`config.mk`:
```
export PLATFORM = sky130hd
export DESIGN_NAME = sorted_top_n_score_table_top
export DESIGN_NICKNAME = d
export VERILOG_FILES = /design/src/hdl/stt_pkg.sv /design/src/hdl/stt_cell.sv /design/src/hdl/sorted_top_n_score_table_top.sv
export SDC_FILE = /design/constraint.sdc
export NUM_CORES = 2
export LEC_CHECK = 0
export ABC_AREA = 1
export BUFFER_PORTS_ARGS = -buffer_cell sky130_fd_sc_hd__buf_2
export CORE_UTILIZATION = 50
export DETAILED_ROUTE_END_ITERATION = 7
export MAX_ROUTING_LAYER = met4
export PLACE_DENSITY = 0.76
export SYNTH_ARGS = -nofsm -noshare
export SYNTH_HDL_FRONTEND = slang
export SYNTH_SLANG_ARGS = --single-unit
```
`constraint.sdc`:
```
create_clock -name clk -period 7.6 [get_ports clk]
set_input_delay 1.14 -clock clk [delete_from_list [all_inputs] [get_ports clk]]
set_output_delay 1.14 -clock clk [all_outputs]
set_load 0.03 [all_outputs]
```
`src/hdl/stt_pkg.sv`:
```
package stt_pkg;

	// table geometry
	localparam int ENTRIES    = 10;
	localparam int NAME_CHARS = 8;

	// field widths
	localparam int SCORE_W = 31;
	localparam int NAME_W  = 64;
	localparam int HALF_W  = 16;
	localparam int IDX_W   = 6;
	localparam int POS_W   = 4;
	localparam int CMD_W   = 2;

	localparam logic [NAME_W-1:0] RESET_TAG = 64'h0000_0000_0041_4141;

	typedef enum logic [CMD_W-1:0] {
		CMD_CHECK  = 2'd0,
		CMD_INSERT = 2'd1,
		CMD_READ   = 2'd2
	} cmd_t;

	// one stored record
	typedef struct packed {
		logic [SCORE_W-1:0] score;
		logic [NAME_W-1:0]  name;
		logic [HALF_W-1:0]  level;
		logic [HALF_W-1:0]  stage;
	} rec_t;

	// keep the low NAME_CHARS bytes, stopping at the first zero byte
	function automatic logic [NAME_W-1:0] cut_tag(input logic [NAME_W-1:0] tag);
		logic [NAME_W-1:0] r;
		logic              live;
		r    = '0;
		live = 1'b1;
		for (int b = 0; b < NAME_CHARS; b++) begin
			if (tag[8*b +: 8] == 8'h00)
				live = 1'b0;
			if (live)
				r[8*b +: 8] = tag[8*b +: 8];
		end
		return r;
	endfunction

	localparam logic [NAME_W-1:0] RESET_NAME = cut_tag(RESET_TAG);

endpackage

```
`src/hdl/stt_cell.sv`:
```
module stt_cell (
	input  logic          clk,
	input  logic          arst_n,
	input  logic          insert_en,
	input  logic          gt_prev,
	input  stt_pkg::rec_t new_rec,
	input  stt_pkg::rec_t prev_rec,
	output logic          gt,
	output stt_pkg::rec_t rec
);
	import stt_pkg::*;

	rec_t rec_q;

	// offered score strictly beats this slot
	assign gt  = new_rec.score > rec_q.score;
	assign rec = rec_q;

	always_ff @(posedge clk or negedge arst_n) begin
		if (!arst_n) begin
			rec_q.score <= '0;
			rec_q.name  <= RESET_NAME;
			rec_q.level <= '0;
			rec_q.stage <= '0;
		end else if (insert_en && gt) begin
			// upper neighbour also displaced: take its record, else take the new one
			rec_q <= gt_prev ? prev_rec : new_rec;
		end
	end

endmodule

```
`src/hdl/sorted_top_n_score_table_top.sv`:
```
// an accepted transaction's result is held on the output register from the next cycle
// throughput: one check, insert or read transaction per cycle while the output is not stalled
// the rate is set by the cell row: every cell compares and shifts in the same cycle
// reset (arst_n low, asynchronous): scores, levels and stages clear to zero,
// name tags load "AAA", the output register is emptied
module sorted_top_n_score_table_top (
	input  logic                        clk,
	input  logic                        arst_n,
	input  logic                        in_valid,
	output logic                        in_stall,
	input  logic [stt_pkg::CMD_W-1:0]   command,
	input  logic [stt_pkg::SCORE_W-1:0] score,
	input  logic [stt_pkg::NAME_W-1:0]  name_tag,
	input  logic [stt_pkg::HALF_W-1:0]  level,
	input  logic [stt_pkg::HALF_W-1:0]  stage,
	input  logic [stt_pkg::IDX_W-1:0]   entry_index,
	output logic                        out_valid,
	input  logic                        out_stall,
	output logic                        qualifies,
	output logic [stt_pkg::POS_W-1:0]   position,
	output logic                        index_error,
	output logic [stt_pkg::SCORE_W-1:0] entry_score,
	output logic [stt_pkg::NAME_W-1:0]  entry_name,
	output logic [stt_pkg::HALF_W-1:0]  entry_level,
	output logic [stt_pkg::HALF_W-1:0]  entry_stage
);
	import stt_pkg::*;

	// handshake
	logic accept;
	logic out_valid_q;

	// cell row
	rec_t             new_rec;
	rec_t             cell_rec [ENTRIES];
	logic [ENTRIES-1:0] cell_gt;
	logic             insert_en;

	// result computed this cycle
	logic             res_qual;
	logic [POS_W-1:0] res_pos;
	logic             res_ierr;
	rec_t             res_rec;
	logic [POS_W-1:0] first_pos;
	rec_t             rd_rec;

	// output register
	logic             qual_q;
	logic [POS_W-1:0] pos_q;
	logic             ierr_q;
	rec_t             rec_q;

	// a new transaction is taken whenever the output register is free or being emptied
	assign in_stall = out_valid_q && out_stall;
	assign accept   = in_valid && !in_stall;

	assign insert_en = accept && (command == CMD_INSERT);

	// record offered for insertion, tag already trimmed
	assign new_rec.score = score;
	assign new_rec.name  = cut_tag(name_tag);
	assign new_rec.level = level;
	assign new_rec.stage = stage;

	// row of cells, slot 0 holds the highest score; each cell sees only its upper neighbour
	for (genvar i = 0; i < ENTRIES; i++) begin : g_cell
		if (i == 0) begin : g_head
			stt_cell u_cell (
				.clk       (clk),
				.arst_n    (arst_n),
				.insert_en (insert_en),
				.gt_prev   (1'b0),
				.new_rec   (new_rec),
				.prev_rec  (new_rec),
				.gt        (cell_gt[i]),
				.rec       (cell_rec[i])
			);
		end else begin : g_body
			stt_cell u_cell (
				.clk       (clk),
				.arst_n    (arst_n),
				.insert_en (insert_en),
				.gt_prev   (cell_gt[i-1]),
				.new_rec   (new_rec),
				.prev_rec  (cell_rec[i-1]),
				.gt        (cell_gt[i]),
				.rec       (cell_rec[i])
			);
		end
	end

	// the table is sorted, so the gt flags form one run reaching the bottom slot:
	// the insert slot is the only cell whose flag is set and its neighbour's is not,
	// and the bottom flag alone says whether the score qualifies
	always_comb begin
		first_pos = '0;
		for (int i = 0; i < ENTRIES; i++) begin
			if (cell_gt[i] && (i == 0 || !cell_gt[(i == 0) ? 0 : i-1]))
				first_pos = first_pos | POS_W'(i);
		end
	end

	// read port as an and-or select over the cells
	always_comb begin
		rd_rec = '0;
		for (int i = 0; i < ENTRIES; i++) begin
			if (entry_index == IDX_W'(i))
				rd_rec = rd_rec | cell_rec[i];
		end
	end

	// result fields by command; unused fields are zero, position defaults to ENTRIES
	always_comb begin
		res_qual = 1'b0;
		res_pos  = POS_W'(ENTRIES);
		res_ierr = 1'b0;
		res_rec  = '0;
		case (command)
			CMD_CHECK: begin
				res_qual = cell_gt[ENTRIES-1];
			end
			CMD_INSERT: begin
				res_qual = cell_gt[ENTRIES-1];
				if (cell_gt[ENTRIES-1])
					res_pos = first_pos;
			end
			CMD_READ: begin
				if (7'(entry_index) >= 7'(ENTRIES))
					res_ierr = 1'b1;
				else
					res_rec = rd_rec;
			end
			default: begin
				// spare command code: the table is left unchanged and the default result is registered
				res_qual = 1'b0;
			end
		endcase
	end

	// output register control
	always_ff @(posedge clk or negedge arst_n) begin
		if (!arst_n) begin
			out_valid_q <= 1'b0;
		end else if (accept) begin
			out_valid_q <= 1'b1;
		end else if (!out_stall) begin
			out_valid_q <= 1'b0;
		end
	end

	// output register payload
	always_ff @(posedge clk) begin
		if (accept) begin
			qual_q <= res_qual;
			pos_q  <= res_pos;
			ierr_q <= res_ierr;
			rec_q  <= res_rec;
		end
	end

	assign out_valid   = out_valid_q;
	assign qualifies   = qual_q;
	assign position    = pos_q;
	assign index_error = ierr_q;
	assign entry_score = rec_q.score;
	assign entry_name  = rec_q.name;
	assign entry_level = rec_q.level;
	assign entry_stage = rec_q.stage;

	// the row must stay sorted by descending score
	for (genvar i = 1; i < ENTRIES; i++) begin : g_chk
		a_sorted: assert property (@(posedge clk) disable iff (!arst_n)
			cell_rec[i-1].score >= cell_rec[i].score)
			else $error("score table out of order");
	end

	// backpressure only while a result is held
	a_stall_held: assert property (@(posedge clk) disable iff (!arst_n)
		in_stall |-> out_valid_q)
		else $error("input stalled with empty output register");

	// every accepted transaction leaves a result behind
	a_result: assert property (@(posedge clk) disable iff (!arst_n)
		accept |=> out_valid_q)
		else $error("accepted transaction produced no result");

	// an out-of-range read carries no record
	a_ierr_zero: assert property (@(posedge clk) disable iff (!arst_n)
		(out_valid_q && ierr_q) |-> (rec_q == '0 && !qual_q))
		else $error("index error with non-zero record");

endmodule
```
# [Word level (Yosys, flattened, before mapping)]
# Cells that the tools add are included.
# W data, S select, Z words.
[totals] wordCells=176 regBits=1404 in_bits=139
[op_classes] reduce_logical=46 n_eq_ne=12 bitwise=12 n_mux=46 order_cmp=11
[ops] cell="$mux W127" n=19
[ops] cell="$or A127 B127 Y127" n=9
[ops] cell="$gt A31 B31 Y1" n=10
[ops] cell="$logic_not A8 Y1" n=8
[ops] cell="$mux W8" n=8
[ops] cell="$eq A6 B3 Y1 const B" n=4
[ops] cell="$logic_and A1 B1 Y1" n=22
[ops] cell="$mux W1" n=13
[ops] cell="$eq A6 B2 Y1 const B" n=2
[ops] cell="$eq A6 B4 Y1 const B" n=2
[ops] cell="$mux W3" n=4
[ops] cell="$logic_not A1 Y1" n=10
[ops] cell="$eq A6 B1 Y1 const B" n=1
[ops] cell="$ge A6 B4 Y1 const B" n=1
[ops] cell="$logic_not A6 Y1" n=1
[ops] cell="$mux W2" n=2
[ops] cell="$reduce_or A2 Y1" n=2
[ops] cell="$reduce_or A4 Y1" n=1
[ops] cell="$not A1 Y1" n=3
[ops] cell="$eq A2 B1 Y1 const B" n=1
[ops] cell="$eq A2 B2 Y1 const B" n=1
[ops] cell="$logic_not A2 Y1" n=1
[ops] cell="$ne A2 B1 Y1 const B" n=1
[ops] cell="$reduce_and A2 Y1" n=1

# [Depth between registers and ports, before layout]
[logic_depth] ltp_word=20 mapped_depth=18 depth_no_buf=16

# [Hierarchy]
# Synthesis repeated with hierarchy kept, for this count alone.
[hier_totals] hier_cells=11571 area_unflattened_um2=91330.1
[by_module_without_submodules] mod="stt_cell" cells_per_inst=864 area_per_inst_um2=7596.0 instances=10 seq_area_each_um2=3185.6
[by_module_without_submodules] mod="sorted_top_n_score_table_top" cells_per_inst=2931 area_per_inst_um2=15369.7 instances=1 seq_area_each_um2=4018.9

# [Least setup slack after synthesis]
# OpenSTA, ideal clock, no wires.
[synth_timing] path_kind="input -> register" from="input port out_stall" to="register g_cell[9].g_body.u_cell.rec_q (netlist bit g_cell[9].g_body.u_cell.rec[121])" required_time_ps=7476 t_arrival_ps=8595 slack_ps=-1119 path_stages=11 cell_sequence="nand2_1 > inv_1 > nor2_1 > nand3_1 > buf_2 > nor2_2 > inv_2 > buf_2 > clkbuf_1 > nand2_1 > nand2_1"
[synth_between] elab_chain_cells=5
[synth_rtl] item="start, declared" line_no="sorted_top_n_score_table_top.sv:18" text="input logic out_stall,"
[synth_rtl] item="$logic_and A1 B1 Y1" line_no="sorted_top_n_score_table_top.sv:54" text="assign in_stall = out_valid_q && out_stall;"
[synth_rtl] item="named net in_stall" line_no="sorted_top_n_score_table_top.sv:10" text="output logic in_stall,"
[synth_rtl] item="$logic_not A1 Y1" line_no="sorted_top_n_score_table_top.sv:55" text="assign accept = in_valid && !in_stall;"
[synth_rtl] item="$logic_and A1 B1 Y1" line_no="sorted_top_n_score_table_top.sv:55"
[synth_rtl] item="named net accept" line_no="sorted_top_n_score_table_top.sv:30" text="logic accept;"
[synth_rtl] item="$logic_and A1 B1 Y1" line_no="sorted_top_n_score_table_top.sv:57" text="assign insert_en = accept && (command == CMD_INSERT);"
[synth_rtl] item="$logic_and A1 B1 Y1" line_no="stt_cell.sv:25" text="end else if (insert_en && gt) begin"
[synth_rtl] item="end signal, assigned" line_no="stt_cell.sv:27" text="rec_q <= gt_prev ? prev_rec : new_rec;"
[synth_rtl] item="end, declared" line_no="stt_cell.sv:13" text="rec_t rec_q;"
# The timed path passes the listed nets, and every way through them passes these cells.
# A chain may end at the register's enable or synchronous reset.

# [Worst setup path in the final report]
[layout_timing] from="input port score[23] (netlist bit)" to="register g_cell[8].g_body.u_cell.rec_q (netlist bit g_cell[8].g_body.u_cell.rec[88])"
[layout_between] elab_chain_cells=2 elab_cells_between_ends=4 classes_between="2 x order compare; 1 x mux; 1 x reduce/logical"
[layout_rtl] item="start, declared" line_no="sorted_top_n_score_table_top.sv:12" text="input logic [stt_pkg::SCORE_W-1:0] score,"
[layout_rtl] item="$gt A31 B31 Y1" line_no="stt_cell.sv:16" text="assign gt = new_rec.score > rec_q.score;"
[layout_rtl] item="$mux W127 or $logic_and A1 B1 Y1 (tied branches)" line_no="stt_cell.sv:27, stt_cell.sv:25"
[layout_rtl] item="end signal, assigned" line_no="stt_cell.sv:27"
[layout_rtl] item="end, declared" line_no="stt_cell.sv:13"
# Parallel ways exist; a longest one is shown, timed or not.

==> metrics.cfg <==
[route]
dr_wl_met3_um=44600
maxUsedRoutingLayer=met4
ant_nets=0
vias_per_cell=6.23
dr_total_vias=78200
wl_met1_um=117000
finalWirelength_um=311000
drc=23
wire_per_inst_um=24.8
routed-wl-met2_um=130000
drtIter0Drc=11400
drtPass1Iterations=8

[global_route]
first_global_vias=73700
antenna_found_initial=28
grt_overflow=0
grt_max_degree=197
grt_pass1_wl_um=462000
grt.total_usage_pct=39.6

[synthesis]
ys_seq_area_share_pct=45.3
synth_flop_cell=dfrtp_1
syn_area_um2=79100
ys_types=51
async_flop_share_pct=90.5
syn-instance-count=10500
synth_edf_count=133
ys_ff_latch=1404
yosys_warnings=0
postSynthAreaPerCell_um2=7.57
syn-num-nets=10900

[floorplanning]
die_area_um2=160000
core_region_area_um2=157000
io-pin-count=274
rows=145
initial_core_util_pct=50.5
dieHeight_um=400
die_x_um=400

[pwr]
switching_power_w=0.0119
ir_drop_mv=0.492
pwr-share-seq_pct=40.6
p_comb_share_pct=32.2
switching_share_pct=41.2
p_clk_share_pct=27.2
p_int_w=0.0171
power.leakage_nw=44.0
p_per_area_nw_per_um2=334

[status]
outcome=finished, violations left
violations=DRC

[clocking]
holdBufCountCts=0
clock-root-buffer=clkbuf_16
clock_latency_ns=0.84
clk_pin_slew_ns=0.06
post_cts_buffers=0
cts_sinks=1404
cts_max_level=4
numCtsBuffers=156
cts_tree=built
ctsResizeCount=0
cts_buffer_depth=3

[place]
dp.cells=12200
port_buffers=273
placed_area_um2=81600
gp_congestion=0.983
hpwl_um=172000

[sta]
worst_clock_skew_ns=0.0529
fin_tns_setup_ns=0
max_freq_ghz=0.175
hold_violations=0
relSlewSlack_pct=14.3
drv_slew=0
period_minus_slack_ns=5.70
whs_ns=0.277
worst_pin_slew_ns=1.29
setup_viol=0
finalCritPeriodShare_pct=75.0
rsz0062_at_grt=false

[worst_setup_path]
arrival_ns=6.42
worstSetupStartpointType=input pin
cp-end-kind=register
r2r_slack_ns=2.01
timing.rr.start=g_cell[8].g_body.u_cell.rec[119]$_DFFE_PN0P_
reg2reg_depth=12
worstSetupPathType=in -> reg
cp_max_fo=77
crit_path_start=score[23]
rr_endpoint=g_cell[8].g_body.u_cell.rec[88]$_DFFE_PN0P_
crit_required_ns=8.32
crit_path_end=g_cell[8].g_body.u_cell.rec[88]$_DFFE_PN0P_

[finish]
finalNetCount=10800
final_cells=12500
fin_util_pct=55.4
area_growth_pct=9.79
drive_above_1_share_pct=7.47
fin_area_um2=86900

[worst_hold_path]
hold_class=in -> async

[job]
max_cap_viol_count=0

-- state kept, by name (all words and copies together), names as in the netlist --
name,count
g_cell.g_body.u_cell.rec,1143
entry_stage,16
out_valid,1
g_cell.g_head.u_cell.rec,127
entry_score,31
entry_level,16
position,4
qualifies,1
entry_name,64
index_error,1
-- power by group through the flow --
| stage | clock [W] | sequential [W] | combinational (W) |
|---|---|---|---|
| floorplan | 0 | 0.0113 | 0.00599 |
| global placement | 0 | 0.0117 | 0.00868 |
| detailed placement | 0 | 0.0118 | 0.00896 |
| CTS | 0.00789 | 0.0117 | 0.00900 |
| global route | 0.00820 | 0.0120 | 0.0102 |
| finish | 0.00789 | 0.0118 | 0.00934 |
-- critical path, stage by stage --
cell	delay (ns)
buf_2	0.22
ha_1	0.51
nand2_1	0.15
nor4_1	0.93
nand4_1	0.47
nand2_8	0.64
nor2_4	0.26
inv_6	0.83
buf_4	0.88
nor2_1	0.08
nand2_1	0.09
nand2_1	0.05
-- cell families after synthesis --
family	after synthesis	synth area share (%)
compound gates	2291	17.4
simple gates	4948	24.6
fa+ha+maj	310	4.90
flops	1404	45.3
buf+inv	1502	7.71
-- cell usage after synthesis (60+ instances only) --
| library cell | number | share of area, % |
|---|---|---|
| edfxtp_1 | 133 | 5.0 |
| o21ai_1 | 245 | 1.5 |
| nand2_1 | 3970 | 19 |
| dfrtp_1 | 1211 | 38 |
| buf_2 | 244 | 1.5 |
| a22oi_1 | 62 | 0.59 |
| nand4_1 | 137 | 1.1 |
| o21ai_0 | 966 | 6.1 |
| o211ai_1 | 533 | 5.1 |
| a21oi_1 | 177 | 1.1 |
| inv_1 | 828 | 3.9 |
| clkbuf_1 | 364 | 1.7 |
| ha_1 | 310 | 4.9 |
| nor2_1 | 595 | 2.8 |
| dfstp_2 | 60 | 2.0 |
| o22ai_1 | 73 | 0.58 |
| o31ai_1 | 67 | 0.64 |
| nand3_1 | 137 | 0.87 |
-- area by class of cell --
class,instances,area [µm²]
diodes,29,72.6
clock buffers,231,4550
clock inverters,59,684
fillers,14300,69900
inverters,841,3190
multi-input cells,7549,37400
flip-flops and latches,1404,35900
well taps,2058,2570
repair buffers,378,2530
-- worst min path at each step --
stage | slack [ns] | end
finish | 0.28 | g_cell[5].g_body.u_cell.rec[105]$_DFFE_PN0P_
CTS | 0.35 | g_cell[5].g_body.u_cell.rec[105]$_DFFE_PN0P_
floorplan | 0.45 | g_cell[9].g_body.u_cell.rec[32]$_DFFE_PN1P_
global placement | 0.46 | g_cell[9].g_body.u_cell.rec[54]$_DFFE_PN1P_
detailed placement | 0.46 | g_cell[9].g_body.u_cell.rec[48]$_DFFE_PN1P_
global route | 0.36 | g_cell[5].g_body.u_cell.rec[105]$_DFFE_PN0P_
-- stage by stage --
| stage | setup WS (ns) | total power [W] |
|---|---|---|
| 2_1_floorplan | 1.21 | 0.0173 |
| 3_3_place_gp | 1.54 | 0.0204 |
| 3_5_place_dp | 1.57 | 0.0207 |
| 4_1_cts | 2.43 | 0.0286 |
| 5_1_grt | 2.17 | 0.0304 |
| 6_report | 1.90 | 0.0290 |
-- routing by layer --
layer	up-vias	track usage, %
li1	34200	-
met1	36800	51.5
met2	5802	56.0
met3	1373	10.4
met4	0	21.9
met5	-	-
-- layout by cell type, fill, tap and decap left out, types with 26 or more instances in the layout --
cell type,n
diode_2,29
inv_1,826
nand2_1,3963
ha_1,310
edfxtp_1,133
buf_4,75
a221oi_1,56
a22oi_1,62
clkbuf_1,41
nor2_1,587
clkinv_2,27
buf_2,272
o21ai_1,244
nand3_1,135
o221ai_1,26
o211ai_1,533
clkbuf_8,32
dfrtp_1,1211
dfstp_2,60
nand4_1,137
buf_12,30
o31ai_1,67
o21ai_0,966
o22ai_1,73
a21oi_1,175
clkbuf_16,158
Power figures use the tool's default switching activity.
